==> src/hw/rtl/plcms_pkg.sv <==
// ----------------------------------------------------------------------------
// plcms_pkg
// Shared constants, register map and types of the pair LCMS momentum core.
// ----------------------------------------------------------------------------
package plcms_pkg;

	// default datapath format
	localparam int MOMENTUM_WIDTH_DEF = 21;
	localparam int FRACTION_BITS_DEF  = 16;

	// front queue depth (power of two)
	localparam int QDEPTH = 2;

	// configuration port
	localparam int ADDR_W  = 5;
	localparam int DATA_W  = 32;
	localparam int NUM_WIN = 6;

	localparam logic [31:0] MASS_SQ_RESET = 32'd83665512;

	// register indexes
	localparam logic [2:0] REG_MASS_SQ  = 3'd0;
	localparam logic [2:0] REG_OUT_MIN  = 3'd1;
	localparam logic [2:0] REG_OUT_MAX  = 3'd2;
	localparam logic [2:0] REG_SIDE_MIN = 3'd3;
	localparam logic [2:0] REG_SIDE_MAX = 3'd4;
	localparam logic [2:0] REG_LONG_MIN = 3'd5;
	localparam logic [2:0] REG_LONG_MAX = 3'd6;

	// window slots, in register order
	localparam int WIN_OUT_MIN  = 0;
	localparam int WIN_OUT_MAX  = 1;
	localparam int WIN_SIDE_MIN = 2;
	localparam int WIN_SIDE_MAX = 3;
	localparam int WIN_LONG_MIN = 4;
	localparam int WIN_LONG_MAX = 5;

	// pair kinds
	localparam logic [1:0] KIND_ORDINARY   = 2'd0;
	localparam logic [1:0] KIND_ROTATED    = 2'd1;
	localparam logic [1:0] KIND_HEMISPHERE = 2'd2;

	// side flags carried along the divider stages
	typedef struct packed {
		logic neg_o;
		logic neg_s;
		logic neg_l;
		logic ovf_o;
		logic ovf_s;
		logic ovf_l;
		logic deg;
		logic mtpos;
	} plcms_flags_t;

endpackage

==> src/hw/rtl/plcms_if.sv <==
// ----------------------------------------------------------------------------
// plcms_if
// Valid/ready channels of the pair LCMS core: pair requests and results.
// ----------------------------------------------------------------------------
interface plcms_in_if #(parameter int MW = plcms_pkg::MOMENTUM_WIDTH_DEF) ();
	logic              valid;
	logic              ready;
	logic [1:0]        pair_kind;
	logic signed [MW-1:0] first_px;
	logic signed [MW-1:0] first_py;
	logic signed [MW-1:0] first_pz;
	logic signed [MW-1:0] second_px;
	logic signed [MW-1:0] second_py;
	logic signed [MW-1:0] second_pz;

	modport source (output valid, pair_kind, first_px, first_py, first_pz,
		second_px, second_py, second_pz, input ready);
	modport sink (input valid, pair_kind, first_px, first_py, first_pz,
		second_px, second_py, second_pz, output ready);
endinterface


==> src/hw/rtl/plcms_front.sv <==
// ----------------------------------------------------------------------------
// plcms_front
// Accepts pair requests, applies the pair kind reflection and queues them.
// ----------------------------------------------------------------------------
module plcms_front #(
	parameter int MW = plcms_pkg::MOMENTUM_WIDTH_DEF
) (
	input  logic            clk,
	input  logic            arst_n,
	plcms_in_if.sink        pairs,
	output logic            head_vld,
	input  logic            pop,
	output logic signed [MW:0] px1,
	output logic signed [MW:0] py1,
	output logic signed [MW:0] pz1,
	output logic signed [MW:0] px2,
	output logic signed [MW:0] py2,
	output logic signed [MW:0] pz2
);
	import plcms_pkg::*;

	localparam int TW   = MW + 1;
	localparam int ENW  = 6 * TW;
	localparam int PTRW = (QDEPTH > 1) ? $clog2(QDEPTH) : 1;

	logic [ENW-1:0]  buf_q [QDEPTH];
	logic [PTRW-1:0] wr_ptr_q, rd_ptr_q;
	logic [PTRW:0]   cnt_q;
	logic            push, do_pop;
	logic signed [TW-1:0] sx, sy, sz;
	logic [ENW-1:0]  entry, head;

	assign pairs.ready = (cnt_q != (PTRW+1)'(QDEPTH));
	assign head_vld    = (cnt_q != '0);
	assign push        = pairs.valid && pairs.ready;
	assign do_pop      = pop && head_vld;

	// reflect the second track by pair kind; unused kind is ordinary
	always_comb begin
		sx = TW'(pairs.second_px);
		sy = TW'(pairs.second_py);
		sz = TW'(pairs.second_pz);
		case (pairs.pair_kind)
			KIND_ROTATED: begin
				sx = -sx;
				sy = -sy;
			end
			KIND_HEMISPHERE: begin
				sx = -sx;
				sy = -sy;
				sz = -sz;
			end
			default: begin
			end
		endcase
	end

	assign entry = {TW'(pairs.first_px), TW'(pairs.first_py), TW'(pairs.first_pz),
		sx, sy, sz};

	// queue storage
	always_ff @(posedge clk) begin
		if (push) begin
			buf_q[wr_ptr_q] <= entry;
		end
	end

	// queue pointers
	always_ff @(posedge clk or negedge arst_n) begin
		if (!arst_n) begin
			wr_ptr_q <= '0;
			rd_ptr_q <= '0;
			cnt_q    <= '0;
		end else begin
			if (push) begin
				wr_ptr_q <= wr_ptr_q + 1'b1;
			end
			if (do_pop) begin
				rd_ptr_q <= rd_ptr_q + 1'b1;
			end
			cnt_q <= cnt_q + (PTRW+1)'(push) - (PTRW+1)'(do_pop);
		end
	end

	assign head = buf_q[rd_ptr_q];
	assign {px1, py1, pz1, px2, py2, pz2} = head;

endmodule

==> src/flat_wrapper.sv <==
// flat-port wrapper written by rule: the top's interface ports become plain ports
module plcms_front_flat import plcms_pkg::*;
#(
	parameter int MW = plcms_pkg::MOMENTUM_WIDTH_DEF
)
  (clk, arst_n, head_vld, pop, px1, py1, pz1, px2, py2, pz2, pairs_valid, pairs_pair_kind, pairs_first_px, pairs_first_py, pairs_first_pz, pairs_second_px, pairs_second_py, pairs_second_pz, pairs_ready);
  plcms_in_if #(.MW(MW)) pairs_i ();
  input  logic clk;
  input  logic arst_n;
  output logic head_vld;
  input  logic pop;
  output logic signed [MW:0] px1;
  output logic signed [MW:0] py1;
  output logic signed [MW:0] pz1;
  output logic signed [MW:0] px2;
  output logic signed [MW:0] py2;
  output logic signed [MW:0] pz2;
  input wire logic [$bits(pairs_i.valid)-1:0] pairs_valid;
  input wire logic [$bits(pairs_i.pair_kind)-1:0] pairs_pair_kind;
  input wire logic [$bits(pairs_i.first_px)-1:0] pairs_first_px;
  input wire logic [$bits(pairs_i.first_py)-1:0] pairs_first_py;
  input wire logic [$bits(pairs_i.first_pz)-1:0] pairs_first_pz;
  input wire logic [$bits(pairs_i.second_px)-1:0] pairs_second_px;
  input wire logic [$bits(pairs_i.second_py)-1:0] pairs_second_py;
  input wire logic [$bits(pairs_i.second_pz)-1:0] pairs_second_pz;
  output wire logic [$bits(pairs_i.ready)-1:0] pairs_ready;
  assign pairs_i.valid = pairs_valid;
  assign pairs_i.pair_kind = pairs_pair_kind;
  assign pairs_i.first_px = pairs_first_px;
  assign pairs_i.first_py = pairs_first_py;
  assign pairs_i.first_pz = pairs_first_pz;
  assign pairs_i.second_px = pairs_second_px;
  assign pairs_i.second_py = pairs_second_py;
  assign pairs_i.second_pz = pairs_second_pz;
  assign pairs_ready = pairs_i.ready;
  plcms_front #(.MW(MW)) u_core (.clk(clk), .arst_n(arst_n), .pairs(pairs_i), .head_vld(head_vld), .pop(pop), .px1(px1), .py1(py1), .pz1(pz1), .px2(px2), .py2(py2), .pz2(pz2));
endmodule
==> config.mk <==
export PLATFORM = sky130hd
export DESIGN_NAME = plcms_front_flat
export DESIGN_NICKNAME = d
export VERILOG_FILES = /design/src/hw/rtl/plcms_pkg.sv /design/src/hw/rtl/plcms_if.sv /design/src/hw/rtl/plcms_front.sv /design/src/flat_wrapper.sv
export SDC_FILE = /design/constraint.sdc
export NUM_CORES = 1
export LEC_CHECK = 0
export ABC_AREA = 1
export BUFFER_PORTS_ARGS = -buffer_cell sky130_fd_sc_hd__buf_2
export CORE_ASPECT_RATIO = 1.5
export CORE_MARGIN = 3
export CORE_UTILIZATION = 49
export DETAILED_ROUTE_END_ITERATION = 16
export HOLD_SLACK_MARGIN = 0.15
export PLACE_DENSITY = 0.8
export SYNTH_ARGS = -nofsm -noshare
export SYNTH_HDL_FRONTEND = slang
export SYNTH_SLANG_ARGS = --single-unit
==> constraint.sdc <==
create_clock -name clk -period 6.78 [get_ports clk]
set_input_delay 0.339 -clock clk [delete_from_list [all_inputs] [get_ports clk]]
set_output_delay 0.339 -clock clk [all_outputs]
set_load 0.01 [all_outputs]
* Word level (Yosys, flattened, before mapping)
Memories as Yosys holds them, arrays and structs flattened.
Cells that the tools add are included.
** Word-level totals
- Bits in registers :: 4
- RAM bits :: 264
- Input bits :: 132
- Logic and storage cells :: 23
- Memories kept :: 1
** Memories
- u_core.buf_q :: depth 2, width 132, rd ports 1, clocked after Yosys merged registers in 0, write ports 1, line plcms_front.sv:26 : logic [ENW-1:0] buf_q [QDEPTH];
** Cells by class
- Add/sub/neg operators :: 7
- Equal/unequal tests :: 3
- Mux-type cells :: 5
- Reduce and logical (&&, ||, !) cells :: 4
** Operators with widths (number)
- 2-to-1 mux 22 bit :: 3
- negator 21 -> 22 bit :: 3
- adder 1 bit (second input constant) :: 2
- adder 2 x 1 -> 2 bit :: 1
- == test 2 x 1 -> 1 bit (second input constant) :: 1
- == test 2 bit (second input constant) :: 1
- logical AND 1 bit :: 2
- 2-to-1 mux 1 bit :: 2
- != test 2 bit (second input constant) :: 1
- nonzero test 2 bit :: 1
- OR reduction 2 bit :: 1
- subtractor 2 x 1 -> 2 bit :: 1

* Longest topological paths before layout
Gate-level depths: netlist of run 1.
- Depth in word-level cells :: 4
- Mapped depth :: 9

* Worst setup path before layout of run 1
Ideal clock, no wire load.
- Path kind :: register to register
- From :: register u_core.cnt_q[1]
- To :: memory u_core.buf_q[1][0] in the netlist's numbering (enable)
- Arrival :: 6.001 ns
- Data required time :: 6.160 ns
- Setup slack :: 0.159 ns
- Cell stages (with the launch flop) :: 4
- Path buffers :: 0
- Cell sequence :: dfrtp_1 nand2_1 nand2_1 nor2_1
** On the way
- Longest elaborated chain between the ends :: 4
** RTL lines
- from (decl) :: line plcms_front.sv:28 : logic [PTRW:0] cnt_q;
- from (signal assigned) :: line plcms_front.sv:81 : cnt_q <= cnt_q + (PTRW+1)'(push) - (PTRW+1)'(do_pop);
- != test 2 bit :: line plcms_front.sv:33 : assign pairs.ready = (cnt_q != (PTRW+1)'(QDEPTH));
- via pairs_ready :: line flat_wrapper.sv:26 : output wire logic [$bits(pairs_i.ready)-1:0] pairs_ready;
- logical AND 1 bit :: line plcms_front.sv:35 : assign push = pairs.valid && pairs.ready;
- 2-to-1 mux 1 bit :: line plcms_front.sv:63 : if (push) begin
- 2-to-1 mux 1 bit (implied by the code) :: line plcms_front.sv:64 : buf_q[wr_ptr_q] <= entry;
- to (decl) :: line plcms_front.sv:26
The timed path passes the listed nets, and every way through them passes these cells.

* Final worst setup path of run 1
- From :: register u_core.rd_ptr_q
- To :: output port px1[5]
** On the way
- Longest elaborated chain between the ends :: 1
** RTL lines
- from (decl) :: line plcms_front.sv:27 : logic [PTRW-1:0] wr_ptr_q, rd_ptr_q;
- from (signal assigned) :: line plcms_front.sv:79 : rd_ptr_q <= rd_ptr_q + 1'b1;
- memory (2 x 132 bit)
- to (decl) :: line flat_wrapper.sv:12 : output logic signed [MW:0] px1;
No other way between the ends.

==> out/results.tsv, run 1 <==
metric	value	unit
ys.flop_type	edfxtp_1	
dr_wl_met2	14.8	mm
hpwl	18.1	mm
cts_buffers	25	
drtPass1Iterations	5	
cts_resized	0	
io_buffers	265	
hold_buffers	73	
syn_nets	1209	
clkTransAtPathRegs	0.06	ns
p_leak	6.38	nW
wl	28.3	mm
die_h	193	um
top_layer_used	met5	
finalSetupViolCount	0	
skew	0.0113	ns
cts_tree	yes	
outcome	finished clean	
crit_arrival	3.10	ns
grt_max_degree	83	
finalCritPeriodShare	0.507	
power	0.00566	W
gp_congestion	0.892	
postRouteAntennaNets	0	
synth_area_per_cell	10.7	sq um
worstSetupStartpointType	flip-flop	
clock_path_buffers	3	
grt_usage	0.216	
rows	67	
synth_edf_count	258	
ir_drop	0.260	mV
netlist.area_leader.share	0.678	
via_count	8780	
netlist_top_cells_area	edfxtp_1 (68%), nand2_1 (17%), nand3_1 (2.0%)	
synth_area	0.0114	sq mm
min_path_type	in -> reg	
synthCells	1071	
clk_latency	0.51	ns
fmax	291	MHz
nets	1541	
htreeDepth	1	
synth_top_area_cell	edfxtp_1	
die_area	0.0252	sq mm
io_pins	266	
hold_viol	0	
drc	0	
cp-end-kind	output port	
cp_data_required_time	6.44	ns
wl_met3	1.77	mm
antenna_found_initial	9	
min_period	3.43	ns
drt_iter0_drc	554	
cap_violations	0	
cts_sinks	262	
drt-met1-wl	10.1	mm
grt_pass1_vias	8714	
postCtsSetupBuffers	0	
synth_warnings	0	
drive_above_1_share	0.238	
overflow	0	
die_x	131	um
wire_per_inst	16.6	um
coreArea	0.0226	sq mm
whs	0.185	ns
root_buffer	clkbuf_16	
slew_viol_final	0	
cp_max_fo	82	
start_util	0.505	
grt_pass1_wl	42.5	mm
async_reset_ff_frac	0.0153	
viasPerCell	5.16	
finalSetupTns	0	ns
slew_headroom	0.314	
yosys_register_bits	262	
rsz0062_at_grt	no	
areaGrowthSynthToFinish	27.2	%
worst_pin_slew	1.03	ns
power_density	390	mW/mm^2
critPathKind	reg -> out	
synth-seq-area-share	0.687	
synth_cell_types	28	
## power by group
part / internal [W] / switching [W]
logic: 0.000599 / 0.00122
clock network: 0.000865 / 0.000569
registers: 0.00224 / 0.000167
## metrics by stage
step                      cells   util  setup slack, ns  cell area, sq um
after global routing       1700  0.642             3.07             14500
final                      1700  0.642             3.35             14500
after floorplan            1071      -            0.159             11400
after CTS                  1695  0.641             3.33             14500
after global placement     1579  0.572             3.92             12900
after detailed placement   1579  0.572             3.87             12900
## critical path, stage by stage, from the launching register on
cell,delay [ns]
dfrtp_4,0.80
inv_4,0.52
buf_4,0.74
nand2_1,0.20
nand2_1,0.13
buf_2,0.13
## registers in the layout (all words and copies together) (netlist names)
register	cells
u_core.cnt_q	2
u_core.rd_ptr_q	1
u_core.buf_q	258
u_core.wr_ptr_q	1
## placed cells by master (no fill, tap or decap)
master,netlist,final
nand2_1,517,517
buf_2,25,265
edfxtp_1,258,258
dlygate4sd3_1,0,73
nor2_1,58,56
nand3_1,46,46
inv_1,45,44
clkbuf_16,0,25
xnor2_1,21,21
xor2_1,15,15
nand2_2,13,13
o21ai_0,12,12
nand4_1,7,7
nor2_2,6,6
ha_1,6,6
buf_4,7,6
diode_2,0,5
nor2_4,3,5
o21ai_1,5,5
nand3b_1,5,5
bufinv_16,0,5
and2_1,4,4
clkinv_1,0,4
clkbuf_1,4,4
clkinvlp_4,0,3
dfrtp_1,4,3
inv_4,1,2
o21ai_4,2,2
or2_2,1,1
inv_2,1,1
nor3_1,1,1
nand2_4,1,1
clkinv_2,0,1
inv_6,0,1
dfrtp_4,0,1
## metal layers
layer  GRT usage  vias to the layer above
li1            -                     4180
met1       0.234                     4124
met2       0.392                      353
met3      0.0372                      115
met4       0.121                        8
met5           0                        -
## synth_stat cells (all sizes together), types with 4 or more instances
| cell | count |
|---|---|
| and2 | 4 |
| buf | 35 |
| clkbuf | 4 |
| dfrtp | 4 |
| edfxtp | 258 |
| ha | 6 |
| inv | 47 |
| nand2 | 531 |
| nand3 | 46 |
| nand3b | 5 |
| nand4 | 7 |
| nor2 | 67 |
| o21ai | 19 |
| xnor2 | 21 |
| xor2 | 15 |
## final timing paths
kind                                    start  slack [ns]  cells after the start                  end
min                        pairs_second_px[8]        0.19                      2  u_core.buf_q[1][52]
max                           u_core.rd_ptr_q        3.35                      5               px1[5]
max reg2reg                   u_core.rd_ptr_q        4.25                      3      u_core.rd_ptr_q
min in group asynchronous              arst_n        0.76                      3      u_core.cnt_q[0]
max in group asynchronous              arst_n        5.80                      3      u_core.rd_ptr_q
min reg2reg                   u_core.wr_ptr_q        0.60                      2      u_core.wr_ptr_q
## logic make-up after synthesis
group	after synthesis	synth area share
simple gates	662	0.234
fa+ha+maj	6	0.00657
compound gates	19	0.0103
buf+inv	86	0.0348
xor+xnor	36	0.0276
flops	262	0.687
## final cells by class
cell class	instances	area, sq um
multi-input combinational	723	3190
sequential	262	7850
tap	276	345
timing repair buffer	344	2100
inverter	47	181
clock buffer	29	641
clock inverter	14	201
fill	1684	8110
antenna	5	12.5
No activity file was read; power rests on OpenSTA's default activity.
==> inputs of run 2 (changes only) <==
- CORE_UTILIZATION: 49 -> 54
- PLACE_DENSITY: 0.8 -> 0.83
- clock period: 6.78 -> 3.5 ns (I/O delays scaled with it)
==> out/results.tsv, run 2 (synthesis results as in run 1) <==
metric	value	unit	change
clk_latency	0.51	ns	about the same
slew_viol_final	0		unchanged
startpoint	u_core.rd_ptr_q		
worstSetupStartpointType	flip-flop		
cp_slowest_stage_delay	0.78	ns	-0.02 ns
largest_register_ffs	258		unchanged
antenna_found_initial	3		-6
grt_usage	0.253		+0.0368
overflow	0		unchanged
finalCritPeriodShare	0.772		
worstPathCellList	buf_4 > nand2_1 > nand2_1 > buf_2		
cts_buffers	23		-8.0%
top_register	u_core.buf_q		
rows	64		-4.5%
wire_per_inst	17.2	um	+3.1%
crit-reg2reg-capture	u_core.buf_q[0][49]		
r2r-start	u_core.cnt_q[1]		
drtPass1Iterations	6		+1
hpwl	18.2	mm	+0.62%
slowest_stage	buf_4		
ir_drop	0.527	mV	+100%
grt_pass1_wl	46.3	mm	+8.9%
htreeDepth	1		unchanged
die_x	125	um	-4.5%
viasPerCell	5.24		+1.5%
drive_above_1_share	0.230		-0.00858
worst_pin_slew	0.920	ns	-0.109 ns
crit_end	px1[21]		
cts_sinks	262		unchanged
reg2reg_slack	1.49	ns	-2.76 ns
layout_common_cells	nand2_1 (517), buf_2 (265), edfxtp_1 (258)		
slew_headroom	0.387		+0.0729
dp_slack	1.34	ns	-2.54 ns
drt_iter0_drc	770		+39%
start_util	0.555		+0.0504
die_h	184	um	-4.6%
postCtsSetupBuffers	0		unchanged
skew	0.0142	ns	+0.00288 ns
cp-end-kind	output port		
worst_r2r_path_depth	4		+1
io_pins	266		unchanged
clock_path_buffers	3		unchanged
areaGrowthSynthToFinish	32.1	%	
via_count	9135		+4.0%
die_area	0.0230	sq mm	-8.9%
top_regs	u_core.buf_q x258, u_core.cnt_q x2		
grt_max_degree	131		+58%
crit_top_cell	nand2_1		
min_period	2.70	ns	
setup_ws	0.796	ns	-2.55 ns
layout_commonest_cell	nand2_1		
critPathKind	reg -> out		
min_path_type	in -> reg		
fillCellCount	1313		-22%
cap_violations	0		unchanged
grt_pass1_vias	9258		+6.2%
crit_arrival	2.53	ns	-0.57 ns
hold_depth	5		+3
postRouteAntennaNets	0		unchanged
cp_data_required_time	3.32	ns	-3.12 ns
root_buffer	clkbuf_16		
placedCellCount	1568		-0.70%
hold_viol	0		unchanged
rsz0062_at_grt	no		
cts_tree	yes		
power_density	727	mW/mm^2	+87%
wl	29.9	mm	+5.8%
cp_max_fo	85		+3.7%
clkTransAtPathRegs	0.06	ns	about the same
stdcell_count	1743		+2.5%
finalSetupViolCount	0		unchanged
p_leak	6.61	nW	+3.6%
nets	1596		+3.6%
outcome	finished clean		
io_buffers	265		unchanged
fmax	370	MHz	
coreArea	0.0206	sq mm	-9.1%
drc	0		unchanged
gp_congestion	0.835		-6.3%
## run 2: changes by cell type in the layout (fill, tap and decap cells not counted), sizes merged
cell         change
clkinv           +1
diode            +2
clkbuf           -5
dlygate4sd3     +56
buf              +1
## run 2: layout make-up
class	count	area, sq um	area share
antenna	7	17.5	0.00116
clock buffer	24	579	0.0384
clock inverter	15	206	0.0137
inverter	47	181	0.0120
multi-input combinational	723	3190	0.212
sequential	262	7850	0.520
tap	264	330	0.0219
timing repair buffer	401	2730	0.181
## run 2: routing by layer
metal	vias to the layer above	wire length, um	GRT usage	share of wire
met4	0	1750	0.131	0.058
met1	4271	10400	0.277	0.35
met2	447	16100	0.474	0.54
li1	4291	-	-	-
met5	-	0	0	0
met3	126	1730	0.0354	0.058
## run 2: worst min-delay path by stage
stage,start,to
after detailed placement,arst_n,u_core.cnt_q[0]
after global routing,pairs_valid,u_core.wr_ptr_q
final,pairs_valid,u_core.wr_ptr_q
after global placement,arst_n,u_core.cnt_q[0]
after floorplan,arst_n,u_core.cnt_q[0]
after CTS,pairs_valid,u_core.wr_ptr_q
## run 2: power breakdown
part	total (W)	switching, W	internal, W
clock	0.00265	0.00108	0.00157
sequential	0.00461	0.000279	0.00434
combinational	0.00372	0.00246	0.00126
## run 2: stage by stage
step | hold WS, ns | util | TNS (ns) | cell area, sq um | total power (W)
floorplan | -0.121 | - | -242.62 | 11400 | 0.00676
global placement | -0.0148 | 0.632 | 0 | 13000 | 0.00810
detailed placement | -0.0141 | 0.632 | 0 | 13000 | 0.00820
CTS | 0.174 | 0.732 | 0 | 15100 | 0.0109
global route | 0.229 | 0.733 | 0 | 15100 | 0.0115
finish | 0.204 | 0.733 | 0 | 15100 | 0.0110
## run 2: worst max-delay path: cells and delay by family, from the launching register on
| family | cells | cell delay, ns |
|---|---|---|
| buffers and inverters | 2 | 0.93 |
| flip-flops | 1 | 0.76 |
| AND/OR/NAND/NOR | 2 | 0.28 |
## run 2: what timing repair did
action | 4_1_cts | 5_1_grt
gates resized for setup | 0 | 0
hold endpoints to repair | 263 | 0
hold buffers | 129 | 0
endpoints found under the setup margin | 0 | 0
==> inputs of run 3 (changes only) <==
- clock period: 3.5 -> 2.5 ns (I/O delays scaled with it)
==> out/results.tsv, run 3 (synthesis results as in run 1) <==
metric	value	unit	change
dp_slack	0.788	ns	-0.551 ns
postRouteAntennaNets	0		unchanged
die_area	0.0230	sq mm	unchanged
cp_max_fo	4		-95%
slew_headroom	0.529		+0.142
grt_usage	0.253		+0.000677
p_leak	6.69	nW	+1.2%
fmax	482	MHz	
cp-end-kind	flip-flop		
cts_tree	yes		
design_area	0.0152	sq mm	+0.83%
via_count	9099		-0.39%
cts_resized	0		unchanged
wl_met3	1.71	mm	-0.98%
rsz0062_at_grt	no		
worst_pin_slew	0.707	ns	-0.213 ns
clk_latency	0.51	ns	about the same
finalCritPeriodShare	0.831		
drt_iter0_drc	644		-16%
die_h	184	um	unchanged
ir_drop	0.785	mV	+49%
grt_pass1_vias	9432		+1.9%
outcome	finished clean		
power_density	1040	mW/mm^2	+43%
fin_util	0.739		+0.00608
hpwl	18.0	mm	-1.2%
rows	64		unchanged
drive_above_1_share	0.232		+0.00198
antenna_found_initial	0		-3
min_path_type	in -> reg		
clock_path_buffers	3		unchanged
setup_ws	0.423	ns	-0.373 ns
stdcell_count	1746		+0.17%
cp_data_required_time	2.76	ns	-0.56 ns
hold_viol	0		unchanged
dr_wl_met2	16.2	mm	+1.0%
placedCellCount	1570		+0.13%
finalSetupViolCount	0		unchanged
viasPerCell	5.21		-0.57%
overflow	0		unchanged
wl	30.0	mm	+0.10%
io_pins	266		unchanged
fillCellCount	1302		-0.84%
grt_max_degree	130		-0.76%
top_register	u_core.buf_q		
cts_sinks	262		unchanged
top_layer_used	met4		
drt-met1-wl	10.5	mm	+0.88%
cap_violations	0		unchanged
clkTransAtPathRegs	0.07	ns	about the same
nets	1602		+0.38%
root_buffer	clkbuf_16		
htreeDepth	1		unchanged
start_util	0.555		unchanged
critPathKind	in -> reg		
dpl-instance-area	0.0130	sq mm	about the same
wire_per_inst	17.2	um	about the same
grt_pass1_wl	46.6	mm	+0.61%
die_x	125	um	unchanged
coreArea	0.0206	sq mm	unchanged
worstSetupStartpointType	input pin		
drtPass1Iterations	5		-1
slew_viol_final	0		unchanged
areaGrowthSynthToFinish	33.2	%	
layout_common_cells	nand2_1 (515), buf_2 (265), edfxtp_1 (258)		
drc	0		unchanged
top_regs	u_core.buf_q x258, u_core.cnt_q x2		
io_buffers	265		unchanged
gp_congestion	0.913		+9.3%
skew	0.0170	ns	+0.00279 ns
crit_arrival	2.33	ns	-0.20 ns
largest_register_ffs	258		unchanged
layout_commonest_cell	nand2_1		
cts_buffers	24		+4.3%
min_period	2.08	ns	
## run 3: layout make-up
class	instances	area (sq um)	share of cell area
diodes	1	2.50	0.000164
clock buffers	27	633	0.0416
clock inverters	16	250	0.0164
inverters	47	181	0.0119
multi-input cells	723	3200	0.210
flip-flops and latches	262	7850	0.516
well taps	264	330	0.0217
repair buffers	406	2770	0.182
## run 3: through the flow
stage	power (W)	TNS, ns	hold WS [ns]
6_report	0.0158	0	0.340
5_1_grt	0.0166	0	0.330
4_1_cts	0.0158	0	0.320
3_5_place_dp	0.0115	0	-0.0592
3_3_place_gp	0.0114	0	-0.0628
2_1_floorplan	0.00943	-107.69	-0.171
## run 3: timing repair
action,in CTS,in global routing
endpoints found under the setup margin,0,0
endpoints found under the hold margin,265,0
hold buffers,132,0
buffers inserted,0,0
## run 3: final timing paths
kind / from / to / slack [ns] / depth (start not counted)
setup / recovery: pairs_second_px[0] / u_core.buf_q[0][58] / 0.42 / 10
hold / removal: pairs_first_pz[4] / u_core.buf_q[1][70] / 0.34 / 2
setup reg to reg: u_core.cnt_q[0] / u_core.buf_q[1][27] / 0.76 / 5
hold reg to reg: u_core.wr_ptr_q / u_core.wr_ptr_q / 0.61 / 2
max in group asynchronous: arst_n / u_core.rd_ptr_q / 1.77 / 3
min in group asynchronous: arst_n / u_core.cnt_q[1] / 0.52 / 3
## run 3: worst max-delay path, cell delays in order
cell           delay [ns]
dlygate4sd3_1        0.53
buf_2                0.14
inv_1                0.08
ha_1                 0.19
nand3_1              0.18
nor2_2               0.22
nand3_1              0.15
nand3_1              0.10
nand2_1              0.06
dlygate4sd3_1        0.57
## run 3: per-layer routing
| metal | global-route usage | vias up |
|---|---|---|
| met5 | 0 | - |
| met4 | 0.127 | 0 |
| met3 | 0.0339 | 107 |
| met2 | 0.485 | 396 |
| met1 | 0.272 | 4290 |
| li1 | - | 4306 |
## run 3: report_power, final
group          switching, W  internal [W]
clock               0.00156       0.00254
combinational       0.00359       0.00177
sequential         0.000274       0.00607
